`src/assert_macros.svh`:
```
// assertion macros used by the rtl top level of the rollaway risk block
// uses clk and arst_n of the including module
`ifndef ASSERT_MACROS_SVH
`define ASSERT_MACROS_SVH

// same-cycle implication, checked out of reset
`define ASSERT_NOW(label, lhs, rhs, msg) \
	label: assert property (@(posedge clk) disable iff (!arst_n) (lhs) |-> (rhs)) \
		else $error(msg);

// next-cycle implication, checked out of reset
`define ASSERT_NEXT(label, lhs, rhs, msg) \
	label: assert property (@(posedge clk) disable iff (!arst_n) (lhs) |=> (rhs)) \
		else $error(msg);

`endif

```
`src/rrsm_pkg.sv`:
```
// types, codes and reset values of the rollaway risk state machine
// no dependencies
`timescale 1ns / 1ps

package rrsm_pkg;

	// register indexes
	localparam logic [1:0] CFG_SPEED_THR  = 2'd0;
	localparam logic [1:0] CFG_ACCEL_THR  = 2'd1;
	localparam logic [1:0] CFG_WARN_DELAY = 2'd2;

	localparam int CFG_DATA_W = 16;

	localparam logic [15:0] SPEED_THR_RESET  = 16'd100;
	localparam logic [14:0] ACCEL_THR_RESET  = 15'd2;
	localparam logic [15:0] WARN_DELAY_RESET = 16'd2000;

	// driver codes
	localparam logic [1:0] DRV_ABSENT = 2'd0;
	localparam logic [1:0] DRV_SEATED = 2'd1;

	// gear codes
	localparam logic [1:0] GEAR_P = 2'd0;
	localparam logic [1:0] GEAR_R = 2'd1;
	localparam logic [1:0] GEAR_N = 2'd2;
	localparam logic [1:0] GEAR_D = 2'd3;

	// actuator feedback codes
	localparam logic [1:0] ACT_HOLD  = 2'd1;
	localparam logic [1:0] ACT_FORCE = 2'd2;

	typedef enum logic [2:0] {
		LVL_NORMAL = 3'd0,
		LVL_WARN1  = 3'd1,
		LVL_WARN2  = 3'd2,
		LVL_DBRAKE = 3'd3,
		LVL_RBRAKE = 3'd4,
		LVL_RWARN  = 3'd5,
		LVL_RBRK   = 3'd6
	} level_t;

	typedef enum logic [1:0] {
		BRK_RELEASE = 2'd0,
		BRK_HOLD    = 2'd1,
		BRK_FORCE   = 2'd2
	} brake_t;

	typedef struct packed {
		logic [1:0]  driver;
		logic [1:0]  gear;
		logic        door_is_open;
		logic [15:0] speed;
		logic signed [15:0] accel_long;
		logic signed [15:0] accel_lat;
		logic        actuator_alive;
		logic [1:0]  actuator_brake;
		logic [31:0] now_ms;
	} in_word_t;

	typedef struct packed {
		logic [2:0] risk;
		logic [1:0] brake_command;
	} out_word_t;

	typedef struct packed {
		logic [15:0] speed_thr;
		logic [14:0] accel_thr;
		logic [15:0] warn_delay;
	} cfg_t;

	typedef struct packed {
		logic        timing;
		logic [31:0] since;
	} door_t;

	function automatic logic is_auto_brake(input level_t lvl);
		return (lvl == LVL_DBRAKE) || (lvl == LVL_RBRAKE) || (lvl == LVL_RBRK);
	endfunction

endpackage

```
`src/rrsm_step.sv`:
```
// next risk level, brake command and door timer for one sample word
// depends on rrsm_pkg
`timescale 1ns / 1ps

module rrsm_step (
	input  rrsm_pkg::in_word_t word,
	input  rrsm_pkg::cfg_t     cfg,
	input  rrsm_pkg::level_t   level,
	input  rrsm_pkg::door_t    door,
	output rrsm_pkg::level_t   level_next,
	output rrsm_pkg::door_t    door_next,
	output rrsm_pkg::brake_t   brake
);
	import rrsm_pkg::*;

	logic               moving;
	logic signed [16:0] ax;
	logic signed [16:0] ay;
	logic signed [16:0] thr_pos;
	logic signed [16:0] thr_neg;
	logic [31:0]        open_ms;
	logic               seated;
	logic               absent;
	logic               door_ajar;
	logic               g_p;
	logic               g_r;
	logic               g_n;
	logic               g_d;
	logic               g_dr;
	logic               engaged;

	// motion from speed or either acceleration magnitude, only with live feedback
	always_comb begin
		ax      = {word.accel_long[15], word.accel_long};
		ay      = {word.accel_lat[15], word.accel_lat};
		thr_pos = {2'b00, cfg.accel_thr};
		thr_neg = 17'sd0 - thr_pos;
		moving  = word.actuator_alive &&
			((word.speed >= cfg.speed_thr) ||
			 (ax >= thr_pos) || (ax <= thr_neg) ||
			 (ay >= thr_pos) || (ay <= thr_neg));
	end

	// door-open timer: latch on opening, clear on closing
	always_comb begin
		door_next = door;
		if (word.door_is_open && !door.timing) begin
			door_next.timing = 1'b1;
			door_next.since  = word.now_ms;
		end else if (!word.door_is_open) begin
			door_next.timing = 1'b0;
			door_next.since  = '0;
		end
		open_ms = door_next.timing ? (word.now_ms - door_next.since) : '0;
	end

	// priority rules, then per-level transitions
	always_comb begin
		seated    = (word.driver == DRV_SEATED);
		absent    = (word.driver == DRV_ABSENT);
		door_ajar = word.door_is_open;
		g_p       = (word.gear == GEAR_P);
		g_r       = (word.gear == GEAR_R);
		g_n       = (word.gear == GEAR_N);
		g_d       = (word.gear == GEAR_D);
		g_dr      = g_d || g_r;

		if (g_p && !is_auto_brake(level)) begin
			level_next = LVL_NORMAL;
		end else if (seated && !door_ajar) begin
			level_next = LVL_NORMAL;
		end else if (g_d && absent) begin
			level_next = LVL_DBRAKE;
		end else if (g_r && absent) begin
			level_next = LVL_RBRAKE;
		end else if (g_n && moving && absent) begin
			level_next = LVL_RBRK;
		end else if (g_n && door_ajar) begin
			level_next = LVL_RWARN;
		end else begin
			case (level)
				LVL_NORMAL: begin
					level_next = (g_dr && door_ajar) ? LVL_WARN1 : LVL_NORMAL;
				end
				LVL_WARN1: begin
					if (!door_ajar || (!g_dr && !g_n))
						level_next = LVL_NORMAL;
					else if (open_ms >= {16'd0, cfg.warn_delay})
						level_next = LVL_WARN2;
					else
						level_next = LVL_WARN1;
				end
				LVL_WARN2: begin
					level_next = door_ajar ? LVL_WARN2 : LVL_NORMAL;
				end
				LVL_DBRAKE: level_next = LVL_DBRAKE;
				LVL_RBRAKE: level_next = LVL_RBRAKE;
				LVL_RWARN: begin
					if (!door_ajar)
						level_next = LVL_NORMAL;
					else if (g_dr)
						level_next = LVL_WARN1;
					else if (moving && absent)
						level_next = LVL_RBRK;
					else
						level_next = LVL_RWARN;
				end
				LVL_RBRK: level_next = LVL_RBRK;
				default: level_next = LVL_NORMAL;
			endcase
		end
	end

	// brake command from the new level and actuator feedback
	always_comb begin
		engaged = word.actuator_alive &&
			((word.actuator_brake == ACT_HOLD) || (word.actuator_brake == ACT_FORCE));
		if (!is_auto_brake(level_next))
			brake = BRK_RELEASE;
		else if (!engaged)
			brake = BRK_FORCE;
		else
			brake = BRK_HOLD;
	end

endmodule

```
`src/rollaway_risk_state_machine_top.sv`:
```
// top level of the rollaway risk state machine: registers, word stages, state
// depends on rrsm_pkg, rrsm_step and assert_macros.svh
//
//   channel | direction | handshake             | word
//   in      | input     | in_valid / in_stall   | in_word  (vehicle sample)
//   out     | output    | out_valid / out_stall | out_word (risk level, brake)
//   cfg     | input     | cfg_write             | cfg_index, cfg_data
//
// one word per cycle while out_stall is low; a sample passes the input register,
// then the result register, from acceptance to result
// arst_n clears the level, door timer and both valid flags and loads the config registers with their reset values
// a stalled result holds the input register, which then stalls the input side
`timescale 1ns / 1ps
`include "assert_macros.svh"

module rollaway_risk_state_machine_top (
	input  logic                clk,
	input  logic                arst_n,
	input  logic                in_valid,
	output logic                in_stall,
	input  rrsm_pkg::in_word_t  in_word,
	output logic                out_valid,
	input  logic                out_stall,
	output rrsm_pkg::out_word_t out_word,
	input  logic                cfg_write,
	input  logic [1:0]          cfg_index,
	input  logic [rrsm_pkg::CFG_DATA_W-1:0] cfg_data
);
	import rrsm_pkg::*;

	cfg_t     cfg_q;
	in_word_t word_s1;
	logic     valid_s1;
	logic     valid_s2;
	level_t   level_q;
	door_t    door_q;
	level_t   level_next;
	door_t    door_next;
	brake_t   brake;
	logic     adv_s1;
	logic     load_s1;

	// configuration registers
	always_ff @(posedge clk or negedge arst_n) begin
		if (!arst_n) begin
			cfg_q.speed_thr  <= SPEED_THR_RESET;
			cfg_q.accel_thr  <= ACCEL_THR_RESET;
			cfg_q.warn_delay <= WARN_DELAY_RESET;
		end else if (cfg_write) begin
			case (cfg_index)
				CFG_SPEED_THR:  cfg_q.speed_thr  <= cfg_data;
				CFG_ACCEL_THR:  cfg_q.accel_thr  <= cfg_data[14:0];
				CFG_WARN_DELAY: cfg_q.warn_delay <= cfg_data;
				default: ;
			endcase
		end
	end

	// stage flow control
	assign adv_s1   = valid_s1 && (!valid_s2 || !out_stall);
	assign in_stall = valid_s1 && !adv_s1;
	assign load_s1  = in_valid && !in_stall;

	// input register
	always_ff @(posedge clk or negedge arst_n) begin
		if (!arst_n) begin
			valid_s1 <= 1'b0;
		end else if (load_s1) begin
			valid_s1 <= 1'b1;
		end else if (adv_s1) begin
			valid_s1 <= 1'b0;
		end
	end

	always_ff @(posedge clk) begin
		if (load_s1)
			word_s1 <= in_word;
	end

	rrsm_step u_step (
		.word       (word_s1),
		.cfg        (cfg_q),
		.level      (level_q),
		.door       (door_q),
		.level_next (level_next),
		.door_next  (door_next),
		.brake      (brake)
	);

	// risk level and door timer state
	always_ff @(posedge clk or negedge arst_n) begin
		if (!arst_n) begin
			level_q <= LVL_NORMAL;
			door_q  <= '0;
		end else if (adv_s1) begin
			level_q <= level_next;
			door_q  <= door_next;
		end
	end

	// result register
	always_ff @(posedge clk or negedge arst_n) begin
		if (!arst_n) begin
			valid_s2 <= 1'b0;
		end else if (adv_s1) begin
			valid_s2 <= 1'b1;
		end else if (!out_stall) begin
			valid_s2 <= 1'b0;
		end
	end

	always_ff @(posedge clk) begin
		if (adv_s1) begin
			out_word.risk          <= level_next;
			out_word.brake_command <= brake;
		end
	end

	assign out_valid = valid_s2;

	`ASSERT_NOW(a_brake_only_on_auto, out_valid && !is_auto_brake(level_t'(out_word.risk)), out_word.brake_command == BRK_RELEASE, "brake commanded at a warning level")
	`ASSERT_NOW(a_timer_idle_clear, !door_q.timing, door_q.since == '0, "door timer start kept while idle")
	`ASSERT_NEXT(a_state_holds, !adv_s1, $stable(level_q) && $stable(door_q), "state moved without a word")
	`ASSERT_NEXT(a_advance_fills_s2, adv_s1, valid_s2 && out_word.risk == level_q, "result does not match new level")

endmodule

```
`config.mk`:
```
export PLATFORM = sky130hd
export DESIGN_NAME = rollaway_risk_state_machine_top
export DESIGN_NICKNAME = d
export VERILOG_FILES = /design/src/rrsm_pkg.sv /design/src/rrsm_step.sv /design/src/rollaway_risk_state_machine_top.sv
export VERILOG_INCLUDE_DIRS = /design/src /design/src/src
export SDC_FILE = /design/constraint.sdc
export NUM_CORES = 1
export LEC_CHECK = 0
export BUFFER_PORTS_ARGS = -buffer_cell sky130_fd_sc_hd__buf_2
export CAP_MARGIN = 20
export CORE_MARGIN = 4
export CORE_UTILIZATION = 50
export DETAILED_ROUTE_END_ITERATION = 8
export PLACE_DENSITY = 0.72
export SYNTH_ARGS = -nofsm -noshare
export SYNTH_HDL_FRONTEND = slang
export SYNTH_SLANG_ARGS = --single-unit
```
`constraint.sdc`:
```
create_clock -name clk -period 5.6 [get_ports clk]
set_input_delay 1.12 -clock clk [delete_from_list [all_inputs] [get_ports clk]]
set_output_delay 1.12 -clock clk [all_outputs]
set_load 0.01 [all_outputs]
```
==> flow_summary.ini, run 1 <==
[run_status]
status = completed

[die]
initial_core_util_pct = 51.3
num_rows = 55
dieArea_sq_um = 26000
die_x_um = 161
core_sq_um = 22800
die_h_um = 161
io_pins = 118

[synth]
synthAdderAreaFrac_pct = 12.8
synth_xor_area_share_pct = 2.61
synth.largest_area_cell = edfxtp_1
synthArstFlopShare_pct = 47.8
synth_most_common_cell = nand2_1
synth_edf_count = 93
synth-seq-cells = 178
synth-main-ff-cell = edfxtp_1
synth_compound_area_share_pct = 17.0
synth_warnings = 0
yosysUniqueCellTypes = 93
synth_top_family_by_area = compound AO/OA/AOI/OAI gates
synthTopCellsByCount = nand2_1, ha_1, o21ai_0
syn_nets = 1404
synth.area.mux_share_pct = 5.53
syn_area_sq_um = 11700
synth_top_area_share_pct = 23.8
synth_area_leaders = edfxtp_1, dfrtp_1, ha_1
avgSynthCellArea_sq_um = 9.94
yosysSeqAreaShare_pct = 42.1
synthSimpleGateAreaFrac_pct = 15.2
synthCells = 1179

[grt]
grt-ovfl-total = 0
grt_max_degree = 55
grt_usage_pct = 22.1
antenna_found_initial = 1
grt_pass1_wl_um = 46700
grt_pass1_vias = 9240

[power_and_ir_drop]
internal_power_mw = 2.91
combPwrFrac_pct = 31.5
power_switching_mw = 1.47
seqPwrFrac_pct = 38.6
finalPower_mw = 4.37
powerDensity_nw_per_um2 = 330
p_clk_share_pct = 29.9
p_sw_share_pct = 33.6
power_leakage_nw = 5.71
peakVddDrop_mv = 0.184

[placed_design]
place_congestion = 0.969
place_inst = 1577
dp_hpwl_um = 21300
io_buffers = 117

[worst_setup_path]
worstPathArrival_ns = 5.55
path_max_fanout = 5
start_kind = flip-flop
crit_required_ns = 5.86
r2r_cells = 16
cp-end-kind = flip-flop
path_class = reg -> reg

[clock_network]
cts_buffer_depth = 2
htree_levels = 4
clkSinkCount = 178
clock_latency_ns = 0.45
cts_tree = done
clk_pin_slew_ns = 0.07
root_buffer = clkbuf_16
cts_buffers = 17
cts_hold_buffers = 0

[sta]
finalHoldViolCount = 0
period_share_pct = 94.4
finalSetupTns_ns = 0
fin_worst_skew_ns = 0.0104
min_period_ns = 5.29
setup_viol = 0
slew_headroom_pct = 42.2
max_freq_mhz = 189
worstMarginPinSlew_ns = 0.864
hold_slack_ns = 0.476
drv_slew = 0

[layout]
final_nets = 1510
final_cells = 1612
areaGrowthSynthToFinish_pct = 13.1
post-route-util_pct = 58.0
drive_above_1_share_pct = 20.2

[drt]
drc = 0
wl_um = 28500
viasPerCell = 5.81
initialDrtViolationCount = 788
wl_per_cell_um = 17.7
firstDrtPassIters = 6
vias = 9362
ant_nets = 0

[worst_hold_path]
hold_class = reg -> reg
hold_depth = 2

[flow_run]
maxCapViolCount = 0
==> area by class of cell <==
class,instances,area (sq um)
timing repair buffer,132,704
fill,2011,9590
clock buffer,19,433
sequential,178,4930
tap,313,392
multi-input combinational,879,6300
antenna,1,2.50
inverter,77,289
clock inverter,13,198
==> cells by family after synthesis <==
family,Yosys count
compound gates,302
xor+xnor,35
fa+ha+maj,122
buf+inv,122
flops,178
mux,58
simple gates,362
==> worst max-delay path, stage by stage, from the launching register on <==
cell and delay [ns]:
dfrtp_1 0.45, nor3_1 0.26, nand3_1 0.23, or4_1 0.61
nor3_1 0.35, ha_1 0.33, nor4b_1 0.15, or4_1 0.50
a31oi_1 0.17, nand4_1 0.12, nor4b_1 0.42, o211ai_1 0.17
nor2_2 0.25, nor2_1 0.15, o311ai_0 0.47, inv_1 0.14
o41ai_2 0.33
==> per-stage QoR <==
step,area (sq um),worst slack (ns)
2_1_floorplan,11700,0.0406
3_3_place_gp,12500,0.471
3_5_place_dp,12500,0.294
4_1_cts,13200,0.276
5_1_grt,13300,-0.00770
6_report,13300,0.314
==> placed cells by master (no fill, tap or decap), types with 11 or more instances in the layout <==
cell type / Yosys / final
nor2b_1: 31 / 31
mux2_2: 53 / 53
o21a_1: 11 / 11
o21ai_0: 95 / 95
buf_2: 3 / 116
clkbuf_16: 0 / 17
nand4_1: 26 / 26
nand2b_1: 11 / 11
dfrtp_1: 75 / 74
xnor2_1: 23 / 23
a21o_1: 31 / 31
nand3_1: 23 / 23
nor3_1: 20 / 20
o22ai_1: 14 / 14
edfxtp_1: 93 / 93
xor2_1: 12 / 12
a22oi_1: 12 / 12
buf_4: 2 / 15
inv_1: 76 / 76
a21oi_1: 51 / 50
ha_1: 114 / 113
nor2_1: 82 / 82
nand2_1: 119 / 119
==> power by group through the flow <==
stage	logic, mW	clock network, mW	registers [mW]
6_report	1.38	1.31	1.69
5_1_grt	1.55	1.39	1.71
4_1_cts	1.35	1.33	1.69
3_5_place_dp	1.33	0	1.71
3_3_place_gp	1.30	0	1.70
2_1_floorplan	1.02	0	1.67
==> state kept, by name (all words and copies together) (netlist names) <==
name,cells
word_s1,88
cfg_q,47
door_q,33
out_word,5
level_q,3
out_valid,1
valid_s1,1
==> worst paths after layout <==
path	startpoint	slack [ns]	endpoint
worst min-delay path	door_q[19]$_DFFE_PN0P_	0.48	door_q[19]$_DFFE_PN0P_
worst max-delay path	cfg_q[18]$_DFFE_PN0P_	0.31	out_word[0]$_SDFFCE_PN0P_
max in group asynchronous	arst_n	3.89	cfg_q[13]$_DFFE_PN0P_
min in group asynchronous	arst_n	0.65	door_q[8]$_DFFE_PN0P_
worst max register to register	cfg_q[18]$_DFFE_PN0P_	0.31	out_word[0]$_SDFFCE_PN0P_
worst min register to register	door_q[19]$_DFFE_PN0P_	0.48	door_q[19]$_DFFE_PN0P_
==> metal layers <==
metal	wire [um]	vias up	share of wire, %	GRT usage [%]
li1	-	4554	-	-
met1	12700	4466	45	29.6
met2	13500	301	47	36.7
met3	1610	41	5.7	4.18
met4	602	0	2.1	6.28
met5	0	-	0	0
==> what timing repair did <==
item | CTS | global route
resized for setup | 0 | 10
endpoints found under the setup margin | 0 | 5
setup buffers | 0 | 2
Power figures use the tool's default switching activity.
==> run 2, diff against run 1 <==
--- a/config.mk
+++ b/config.mk
@@ -7,11 +7,12 @@
 export NUM_CORES = 1
 export LEC_CHECK = 0
 export BUFFER_PORTS_ARGS = -buffer_cell sky130_fd_sc_hd__buf_2
-export CAP_MARGIN = 20
+export CAP_MARGIN = 0
 export CORE_MARGIN = 4
-export CORE_UTILIZATION = 50
+export CORE_UTILIZATION = 55
 export DETAILED_ROUTE_END_ITERATION = 8
-export PLACE_DENSITY = 0.72
+export PLACE_DENSITY = 0.78
+export RECOVER_POWER = 25
 export SYNTH_ARGS = -nofsm -noshare
 export SYNTH_HDL_FRONTEND = slang
 export SYNTH_SLANG_ARGS = --single-unit
==> flow_summary.ini, run 2 (synthesis gave the netlist of run 1 again) <==
[flow_run]
maxCapViolCount = 1

[placed_design]
placed_cell_area_sq_um = 12500
dp_hpwl_um = 21400
place_congestion = 1.02
io_buffers = 117

[worst_setup_path]
r2r_cells = 20
crit_start = word_s1[83]$_DFFE_PP_
start_kind = flip-flop
worstPathArrival_ns = 5.57
path_max_fanout = 35
reg2reg_to = out_word[0]$_SDFFCE_PN0P_
rrSetupSlack_ns = 0.28
rr_startpoint = word_s1[83]$_DFFE_PP_
path_class = reg -> reg
cp-end-kind = flip-flop
crit_required_ns = 5.86

[clock_network]
clock_latency_ns = 0.44
clk_pin_slew_ns = 0.07
cts_tree = done
cts_buffers = 17
cts_hold_buffers = 0
clkSinkCount = 178
htree_levels = 4
cts_buffer_depth = 2
root_buffer = clkbuf_16

[layout]
largest_reg_flops = 88
top_register = word_s1
top_regs = word_s1: 88 flops, cfg_q: 47 flops, door_q: 33 flops
areaGrowthSynthToFinish_pct = 13.1
fin_area_sq_um = 13300
final_cell_mix = nand2_1, ha_1, buf_2, o21ai_0, edfxtp_1
post-route-util_pct = 63.1
mostFrequentLayoutCell = nand2_1
drive_above_1_share_pct = 20.8
final_nets = 1514
diodes = 0

[worst_hold_path]
hold_depth = 2
hold_class = reg -> reg
worstHoldStart = door_q[15]$_DFFE_PN0P_
hold_end = door_q[15]$_DFFE_PN0P_

[grt]
grt-ovfl-total = 0
grt_pass1_wl_um = 46300
grt_pass1_vias = 9192
grt_usage_pct = 24.0
grt_max_degree = 56
antenna_found_initial = 0

[sta]
max_freq_mhz = 188
worstMarginPinSlew_ns = 2.00
min_period_ns = 5.32
finalSetupTns_ns = 0
drv_slew = 32
hold_slack_ns = 0.478
period_share_pct = 95.0
setup_viol = 0
rsz0062_at_grt = true
slew_headroom_pct = -33.3
fin_worst_skew_ns = 0.0123
finalHoldViolCount = 0

[run_status]
status = finished, violations left
violations = capacitance limit, slew limit

[power_and_ir_drop]
seqPwrFrac_pct = 38.8
peakVddDrop_mv = 0.215
p_clk_share_pct = 29.1
power_switching_mw = 1.53
p_sw_share_pct = 35.2
powerDensity_nw_per_um2 = 328
internal_power_mw = 2.82
power_leakage_nw = 5.72
finalPower_mw = 4.35
combPwrFrac_pct = 32.1

[die]
core_sq_um = 21000
die_x_um = 154
num_rows = 53
dieArea_sq_um = 23700
die_h_um = 154
initial_core_util_pct = 55.8
io_pins = 118

[drt]
initialDrtViolationCount = 909
viasPerCell = 5.97
wl_um = 28800
drc = 0
vias = 9409
firstDrtPassIters = 5
wl_per_cell_um = 18.3
ant_nets = 0
==> run 2: how the worst max path moves through the flow <==
stage	endpoint	slack (ns)	depth (start not counted)
finish	out_word[0]$_SDFFCE_PN0P_	0.28	20
global route	out_word[0]$_SDFFCE_PN0P_	-0.06	23
CTS	out_word[0]$_SDFFCE_PN0P_	0.16	23
detailed placement	out_word[0]$_SDFFCE_PN0P_	0.21	23
global placement	out_word[1]$_SDFFCE_PN0P_	0.42	19
floorplan	out_word[0]$_SDFFCE_PN0P_	0.04	23
==> run 2: routing by layer <==
layer,vias to the layer above,global-route usage [%],share of wire [%]
met3,49,4.76,6.2
li1,4548,-,-
met5,-,0,0
met2,335,39.9,48
met4,0,6.01,1.7
met1,4477,32.4,44
==> run 2: area by class of cell <==
type	instances	area, sq um
repair buffers	136	732
clock buffers	18	450
multi-input cells	879	6320
fillers	1696	7760
inverters	77	292
clock inverters	14	190
flip-flops and latches	178	4930
well taps	275	344
==> run 2: worst max-delay path, stage by stage, from the launching register on <==
cell	delay, ns
edfxtp_1	0.48
buf_4	0.16
buf_6	0.24
mux2_2	0.37
o22ai_1	0.13
nand3_1	0.17
a211oi_1	0.27
o21ai_0	0.23
a21oi_2	0.29
nor2_1	0.08
xor2_1	0.16
nor2_1	0.07
ha_1	0.29
a211oi_1	0.19
o21ai_0	0.12
or4_4	0.50
a2111oi_4	0.30
nor4b_4	0.28
nand4_2	0.21
o21a_2	0.29
o41ai_2	0.29
==> run 2: repair_timing <==
action,CTS,global route
buffers inserted,0,7
setup endpoints to repair,0,6
gates resized for setup,0,18
==> run 2: power by group through the flow <==
stage                     clock network, mW  logic, mW  registers (mW)
final                                  1.27       1.40            1.69
after global routing                   1.34       1.57            1.71
after CTS                              1.28       1.35            1.69
after detailed placement                  0       1.33            1.71
after global placement                    0       1.30            1.70
after floorplan                           0       1.02            1.67
==> run 2: metrics by stage <==
stage / std cells / setup WS (ns)
2_1_floorplan: 1179 / 0.0406
3_3_place_gp: 1538 / 0.422
3_5_place_dp: 1538 / 0.214
4_1_cts: 1570 / 0.161
5_1_grt: 1577 / -0.0618
6_report: 1577 / 0.283
